==> config.mk <==
export PLATFORM = sky130hd
export DESIGN_NAME = mra_wait_ram
export DESIGN_NICKNAME = d
export VERILOG_FILES = /design/src/rtl/mra_wait_ram.sv
export SDC_FILE = /design/constraint.sdc
export NUM_CORES = 1
export LEC_CHECK = 0
export BUFFER_PORTS_ARGS = -buffer_cell sky130_fd_sc_hd__clkbuf_2
export CAP_MARGIN = 20
export CORE_AREA = 4 4 298 300
export CTS_CLUSTER_DIAMETER = 120
export DETAILED_ROUTE_END_ITERATION = 12
export DIE_AREA = 0 0 302 304
export HOLD_SLACK_MARGIN = 0.06
export PLACE_DENSITY = 0.69
export SLEW_MARGIN = 20
export SYNTH_ARGS = -nofsm -noshare
export SYNTH_HDL_FRONTEND = slang
export SYNTH_SLANG_ARGS = --single-unit
==> constraint.sdc <==
create_clock -name clk -period 8.2 [get_ports clk]
set_input_delay 1.64 -clock clk [delete_from_list [all_inputs] [get_ports clk]]
set_output_delay 1.64 -clock clk [all_outputs]
set_load 0.05 [all_outputs]
==> src/rtl/mra_wait_ram.sv <==
// ----------------------------------------------------------------------------
// mra_wait_ram
// Simple dual-port RAM: one write port, one registered read port.
// ----------------------------------------------------------------------------
module mra_wait_ram #(
	parameter int DEPTH = 32,
	parameter int WIDTH = 37
) (
	input  logic                     clk,
	input  logic                     wr_en,
	input  logic [$clog2(DEPTH)-1:0] wr_addr,
	input  logic [WIDTH-1:0]         wr_data,
	input  logic                     rd_en,
	input  logic [$clog2(DEPTH)-1:0] rd_addr,
	output logic [WIDTH-1:0]         rd_data
);

	logic [WIDTH-1:0] mem [DEPTH];

	always_ff @(posedge clk) begin
		if (wr_en) begin
			mem[wr_addr] <= wr_data;
		end
	end

	always_ff @(posedge clk) begin
		if (rd_en) begin
			rd_data <= mem[rd_addr];
		end
	end

endmodule

# == Yosys cells after proc, flatten, opt, wreduce, memory -nomap -nowiden ==
# Memory sizes are Yosys's and may differ from the RTL's. A register that Yosys moved wholly into a read port is not among the register bits.
# Index checks and enable logic that the tools add are counted.
# W data, S select, Z words.
# totals
reg_bits,0
ramBits,1184
elab_cells,3
n_memories,1
# classes
muxes,2
# memory_table
memory,words,width,rd,rd_clocked_by_memory_dff,wr,line_no,source
mem,32,37,1,1,1,18,logic [WIDTH-1:0] mem [DEPTH];
# op_table
cell,count
$mux W1,2

# == Depth between registers and ports, before layout ==
# Gate-level depths: netlist of the first run.
# depth
ltp_word,2
mapped_depth,8

# == Worst setup path before layout of the first run ==
# Ideal clock, no wire load.
# synth_timing
path_kind,input -> register
startpoint,input wr_addr[1]
endpoint,memory mem[12][0] (enable)
setup_time_ns,0.431
t_arrival_ns,3.860
slack_ns,3.909
cell_stages,3
path_buffers,1
path_cell_list,or3b_2 clkbuf_1 nor2_1
# synth_lines
item,line_no,source
from (decl),11,"input logic [$clog2(DEPTH)-1:0] wr_addr,"
to (decl),18,
# Straight into the memory's write port.

==> run summary, run 1 <==
Among all flip-flop cells after synthesis, the most frequent one is edfxtp_1. The number of distinct library cell variants in the gate-level netlist after synthesis came out at 25. After synthesis the netlist holds a flip-flop and latch count of about 1200. The number of vias in the routed layout came out at between 20000 and 25000. The post-cts repair resize count came out at 0. Dividing the detail-routed wire length by the instance count gives 29.13 um. The data arrival time of the critical path is roughly 4.1 ns.

The leakage power came out at 18.23 nW. The last weighted congestion value of the routability-driven placer came out at 0.7545. The count of flip-flops with a built-in enable after synthesis is 1221. The actual transition at the worst max-transition pin is about 1.1 ns. STA classifies the critical path endpoint as a flop.

The H-tree was split into 3 levels. The share of synthesized registers carrying an async set or reset is 0. After synthesis, the most frequently instantiated cells are edfxtp_1, mux2i_1, nand2_1, nand3_1.

The share of synthesized area in the top cell type comes to 0.7767. The setup clock skew after layout came out at 0.04789 ns. The dominant cell by count in the synthesized netlist is edfxtp_1.

The standard-cell row count is 108. The category of the worst setup path launch point is an input pin. A synthesized cell averages 18.12 um2. The number of clock sinks seen by CTS came out at 1221. The max-capacitance violation count is 0. TritonCTS built the clock tree. The number of cells in the design after placement came out at 3750. The port buffer count came out at 86. The synthesis-to-layout area growth came out at 11.58%. The count of placed standard cells in the final layout, fillers left out is about 4000. After synthesis, the cell types taking the most area are edfxtp_1, mux2i_1, a22oi_1, a22o_1, nand3_1. The final critical path time including I/O delays and setup came out at ~3.7 ns. The pre-CTS setup slack came out at 3.713 ns.

Across all setup checks in the final design, the least slack found is 4.547 ns. The worst-case headroom to the max-slew limit came out at 0.2565. The maximum number of pins on one net before global-route repair is 149. The total of endpoints with negative setup slack in the final report came out at 0. The initial utilization of the core area, before any placement, comes to 0.5476.

The total power is about 13 mW. The number of buffers on the longest clock path came out at 3. The die is 302 um wide. The placeable core region is around 86000 um2. For this run, the top clock speed supported by timing is between 200 and 300 MHz. The power density over the cells came out at around 250 nW/um2. The global-route wire length before repair is 166.2 mm. The required time of the worst setup path came out at between 8 and 9 ns. The share of the Yosys chip area taken by registers is 0.7767. The chip height is between 300 and 400 um. The initial antenna violation count came out at 5. In this run the worst hold path is classified as reg2reg. The placed wire-length estimate after detailed placement came out at roughly 52 mm.

The remaining global-route overflow is 0. The largest stage delay on the critical path is 0.61 ns. The number of ports placed on the die boundary is 87. The via count of the first global-routing pass came out at 24810. The critical path class is in2reg.

The combined area of all synthesized cells is 47210 um2. The share of final-layout standard cells stronger than drive strength 1 came out at 0.1235. The total count of hold-check failures in the final report was 0. Buffers added to address setup during post-CTS repair amount to 0.

The post-route clock period utilization came out at 0.4455. The biggest area consumer among synthesized cells is edfxtp_1. The cts-stage hold buffer count came out at 0. The post-route antenna net violation count is 0. The number of nets handed over by synthesis was 2655. The clock network latency to the later pin of the worst-skew pair came out at 0.72 ns. Buffers inserted during clock tree synthesis total 115. The total die area is a little over 90000 um2.

Walking the worst path, the cells encountered are clkbuf_2 > and2_4 > buf_12 > buf_4 > a22o_1 > nor3_1 > a31oi_1 > nand3_1. The routed design has 115.3 mm of wire. The final-stage net count came out at around 2800. The total number of yosys warnings is 0. In this run the worst path has a maximum fanout of 41.

The number of remaining DRC errors is 0. The clock tree root buffer cell is clkbuf_16. The largest individual stage delay along the critical path comes from the cell buf_4.

The worst IR drop on VDD came out at 0.1622 mV. The number of cells produced by synthesis came out at approximately 2600. Across every metal layer, demand over resource in global routing totals 0.2490.

The number of max-slew violations in the final report is 0. The first-pass iteration count of the detailed router is 6. The initial detailed-routing violation count came out at 3272. The setup TNS is 0 ns. The ratio of routed vias to standard cells came out at 6.271. The flow ran to the end, and the final reports show no timing, DRC or antenna violations. After clock tree synthesis, the clock-pin slew on the worst setup and hold paths is approximately 0.060 ns. Setup repair after global routing left no endpoint under its margin.
## metrics by stage
step	utilization	area (um2)	hold slack, ns
6_report	0.6110	52680	0.6484
3_3_place_gp	0.5668	48870	0.6460
2_1_floorplan	-	47210	0.6293
5_1_grt	0.6109	52670	0.6969
4_1_cts	0.6104	52620	0.6488
3_5_place_dp	0.5668	48870	0.6637
## metal layers
layer	GRT usage	share of wire	routed length (um)	vias to the layer above
met5	0	0.00023	26	-
met2	0.3891	0.47	54220	1265
met4	0.07287	0.024	2728	4
met3	0.04616	0.094	10800	202
met1	0.3624	0.41	47550	12750
li1	-	-	-	10600
## cell type report
class                   instances  area, um2
flip-flops and latches       1221      36670
fillers                      6194      33540
multi-input cells            1237       9873
clock buffers                 138       2985
well taps                    1155       1445
repair buffers                139      933.4
clock inverters                67      768.2
diodes                          2      5.005
## layout by cell type, fill, tap and decap left out
cell,count
buf_8,1
nor2_1,1
clkinv_4,3
nor3_1,37
a31oi_1,37
clkinv_1,19
inv_6,2
or3_1,1
buf_4,46
clkbuf_16,116
or3b_2,3
mux2i_1,592
nand3_1,113
clkinv_8,2
clkbuf_2,85
a21oi_1,111
bufinv_16,14
nor2b_4,1
or2_2,1
nand3b_1,5
and2_4,1
nand2b_2,2
nor2_4,33
a22oi_1,111
buf_16,1
clkbuf_1,22
buf_12,6
nand2_1,112
clkinv_2,19
clkinvlp_4,6
a22o_1,74
and2b_4,1
diode_2,2
nand2_2,1
edfxtp_1,1221
clkinv_16,2
## cell families (layout without fill, tap and decap cells)
| family | Yosys count | after routing | share of synthesized area |
|---|---|---|---|
| and+or+nand+nor | 312 | 312 | 0.03000 |
| other | 0 | 2 | 0 |
| muxes | 592 | 592 | 0.1255 |
| AOI/OAI and AO/OA | 333 | 333 | 0.04805 |
| DFF | 1221 | 1221 | 0.7767 |
| buffers and inverters | 147 | 344 | 0.01975 |
## path summary, 6_finish.rpt
path               start     endpoint  slack (ns)  cells after the start
max           rd_addr[2]  rd_data[23]        4.55                      8
min          mem[26][15]  rd_data[15]        0.65                      4
max reg2reg   mem[5][20]  rd_data[20]        6.73                      5
min reg2reg  mem[26][15]  rd_data[15]        0.65                      4
## sequential cells by signal (all words and copies together) (netlist names)
name / cells
mem: 1184
rd_data: 37
## where the power goes
group / internal (mW) / leakage, nW / switching, mW
Sequential: 6.97 / 11.0 / 0.0298
Clock: 3.03 / 1.82 / 2.24
Combinational: 0.198 / 5.38 / 0.475
Total: 10.2 / 18.2 / 2.74
## worst max-delay path, delay by kind of cell
family	cells	cell delay, ns
buf+inv	3	1.10
compound gates	2	0.58
simple gates	3	0.72
Note: power is estimated with default switching activity, not from simulation.
==> inputs of run 2 (changes only) <==
--- a/config.mk
+++ b/config.mk
@@ -5,14 +5,15 @@
 export SDC_FILE = /design/constraint.sdc
 export NUM_CORES = 1
 export LEC_CHECK = 0
+export ABC_AREA = 1
 export BUFFER_PORTS_ARGS = -buffer_cell sky130_fd_sc_hd__clkbuf_2
 export CAP_MARGIN = 20
-export CORE_AREA = 4 4 298 300
+export CORE_AREA = 4 4 306 308
 export CTS_CLUSTER_DIAMETER = 120
 export DETAILED_ROUTE_END_ITERATION = 12
-export DIE_AREA = 0 0 302 304
+export DIE_AREA = 0 0 310 312
 export HOLD_SLACK_MARGIN = 0.06
-export PLACE_DENSITY = 0.69
+export PLACE_DENSITY = 0.71
 export SLEW_MARGIN = 20
 export SYNTH_ARGS = -nofsm -noshare
 export SYNTH_HDL_FRONTEND = slang
==> constraint.sdc (replaced) <==
create_clock -name clk -period 2.99 [get_ports clk]
set_input_delay 0.598 -clock clk [delete_from_list [all_inputs] [get_ports clk]]
set_output_delay 0.598 -clock clk [all_outputs]
set_load 0.05 [all_outputs]
==> run summary, run 2 <==
The run finished with clean final reports. The clock tree root buffer cell is clkbuf_16. The part of the total power dissipated in the clock network came out at 0.392. The placed wire-length estimate after detailed placement came out at 64.42 mm.

Setup violations remaining at the end of the flow were counted as 0. Among cell families on the critical path, the largest total delay comes from flip-flops. The worst-case headroom to the max-slew limit came out at 0.4308. During I/O placement, the number of pins put on the boundary was 87.

The register with the most flip-flops in the final layout is mem. The share of synthesized registers carrying an async set or reset came out at 0. The required time of the worst setup path came out at 2.39 ns.

Yosys instantiated no cell more often than nand2_1. The data arrival time of the critical path is about 1.6 ns. The number of buffers inserted during clock tree synthesis is 117.

The share of final-layout standard cells stronger than drive strength 1 is 0.09388. The number of filler cells placed in the layout is 6940. The total wire length after detailed routing is between 100 and 150 mm.

The critical-path maximum fanout came out at 1. The total number of yosys warnings came out at 0. The internal power consumption came out at 27.39 mW. Counting every net in the synthesized netlist gives slightly above 4000. The min-delay analysis places its worst path in the category in2reg.

The initial detailed-routing violation count is approximately 3800. By area the synthesized netlist is led by edfxtp_1, nand2_1, nand3_1, buf_6, buf_2. The ratio of routed vias to standard cells is 5.897. The leakage power is ~20 nW. TritonCTS built the clock tree. Of the post-synthesis cell area, the dominant cell type holds 0.7396. After clock tree synthesis, the repair step resized 0 gates. After floorplanning, the core was divided into 111 placement rows.

The number of vias in the routed layout is roughly 32000. Setup repair after global routing left no endpoint under its margin. The total count of hold-check failures in the final report came out at 0. The CTS clock-pin slew for the worst setup and hold paths is 0.06 ns. Dividing the synthesized area by the synthesized cell count gives around 12 um2. The sequential area share after synthesis is 0.7396. The number of cells produced by synthesis came out at 4080. The signal on the critical path passes through clkbuf_2.

The setup TNS came out at 0 ns. The fraction of power spent switching nets came out at 0.2244. The last weighted congestion value of the routability-driven placer is 0.7774.

The H-tree generated during clock tree synthesis spans 3 levels. Of the available clock period, the critical path in the final layout requires 0.7288. The category of the worst setup path launch point is a flop.

The combined area of all synthesized cells came out at 49580 um2. The final critical path time including I/O delays and setup came out at 2.179 ns. After global routing the overflow that remains totals 0.

The worst setup path is of the reg2out kind. The library cell used most frequently in the layout, excluding fill and tap cells, is nand2_1. The actual transition at the worst max-transition pin came out at 0.8538 ns.

edfxtp_1 takes more of the synthesized area than any other cell. Once layout is complete, the utilization of the core stands at 0.6017. The number of max-slew violations in the final report is 0. The area of the multi-input gates is between 10000 and 15000 um2. The proportion of power drawn by combinational gates came out at 0.065. Sorting the synthesized cells by how often they occur yields nand2_1, edfxtp_1, nand3_1, buf_2, buf_6.

The synthesis-to-layout area growth is 10.58%. For this run, the slowest stage of the critical path takes 0.51 ns. The worst setup path is captured at a primary output.

The clock network latency to the later pin of the worst-skew pair is 0.69 ns. The initial cell density of the core is 0.5442. The synthesized netlist contains 16 unique library cells.

The repair_antennas step left the layout with diodes totalling 0. The synthesized design contains between 1000 and 1500 enable-type register cells. The number of buffers on the longest clock path is 3. The total die area came out at 96720 um2. The die extent in x came out at roughly 310 um. The number of remaining DRC errors is 0.

In this run the standard cell core region covers 91110 um2. In this run the post-CTS setup repair buffer count came out at 0. The first-pass iteration count of the detailed router is 6. In the final routed layout, each cell accounts on average for 23.72 um. The total power is 35.31 mW.

Across the routed clock network, the largest skew measured is 0.02282 ns. The sequential cell fraction of total power came out at 0.543. The buffering stage count on the worst path with inverters included is 1. The worst IR drop on VDD is 0.4607 mV. The maximum clock rate came out at about 460 MHz. The count of placed standard cells in the final layout, fillers left out came out at approximately 5400.

The net switching component of the power is 7.923 mW. The initial antenna violation count came out at 2. The power density over the cells came out at 644.1 nW/um2. After clock tree synthesis, the flow added hold-fix buffers numbering 0.

The library cells used most frequently in the layout, excluding fill and tap cells, are nand2_1, edfxtp_1, nand3_1. The post-route antenna net violation count came out at 0. The maximum number of pins on one net before global-route repair is ~160.

The final-stage net count came out at approximately 4200. The global-route wire length before repair is between 150 and 200 mm. The port buffer count is 86. The count of state elements after synthesis is 1221. Across the run, the number of max-cap violations was 0. Registers take 36670 um2.

Among all flip-flop cells after synthesis, the most frequent one is edfxtp_1. The number of clock sinks seen by CTS is 1221. The largest registers in the layout are mem: 1184 flops, rd_data: 37 flops. The register with the most flip-flops in the layout has 1184 of them. For this run, the total global-route usage over all layers was measured as 0.2654.

In this run the vertical extent of the chip is 312 um. Among all stages on the critical path, the largest delay is contributed by edfxtp_1. The number of cells in the design after placement came out at about 5200. The via count of the first global-routing pass came out at 30790.
[run 2: power by group through the flow]
stage / clock (mW) / combinational [mW] / sequential, mW
6_report: 13.8 / 2.29 / 19.2
5_1_grt: 14.7 / 2.50 / 19.2
4_1_cts: 14.0 / 2.28 / 19.2
3_5_place_dp: 0 / 2.27 / 19.5
3_3_place_gp: 0 / 2.22 / 19.5
2_1_floorplan: 0 / 1.34 / 19.7
[run 2: cell type report]
class                      instances  area share
clock inverter                    71    0.009472
timing repair buffer             191     0.03462
clock buffer                     139     0.05530
inverter                          10    0.001529
multi-input combinational       2597      0.2032
tap                             1186     0.02707
sequential                      1221      0.6688
[run 2: logic make-up after synthesis]
| group | count (synthesis) | share of synthesized area |
|---|---|---|
| AND/OR/NAND/NOR | 2597 | 0.2198 |
| buffers and inverters | 262 | 0.04061 |
| flip-flops | 1221 | 0.7396 |
[run 2: worst reg2reg max path: cells and delay by family (launching register included)]
| family | cells | cell delay (ns) |
|---|---|---|
| AND/OR/NAND/NOR | 8 | 0.66 |
| flip-flops | 1 | 0.37 |
[run 2: path summary, 6_finish.rpt]
kind,startpoint,end,slack (ns),cells after the start
worst max-delay path,rd_data[21],rd_data[21],0.81,1
worst min-delay path,rd_en,rd_data[27],0.45,2
worst max register to register,mem[16][30],rd_data[30],1.64,8
worst min register to register,mem[10][35],rd_data[35],0.82,8
[run 2: routing by layer]
metal	GRT usage	vias up	part of all wire
li1	-	14400	-
met1	0.3644	15630	0.39
met2	0.4376	1622	0.49
met3	0.03863	284	0.088
met4	0.09392	0	0.035
met5	0	-	0
[run 2: per-stage QoR]
stage	worst slack, ns	instance area, um2	hold slack [ns]
after floorplan	0.09876	49580	0.6969
after global placement	0.5843	51270	0.8051
after detailed placement	0.5488	51270	0.8113
after CTS	0.7766	54820	0.4282
after global routing	0.7597	54820	0.4380
final	0.8110	54820	0.4536
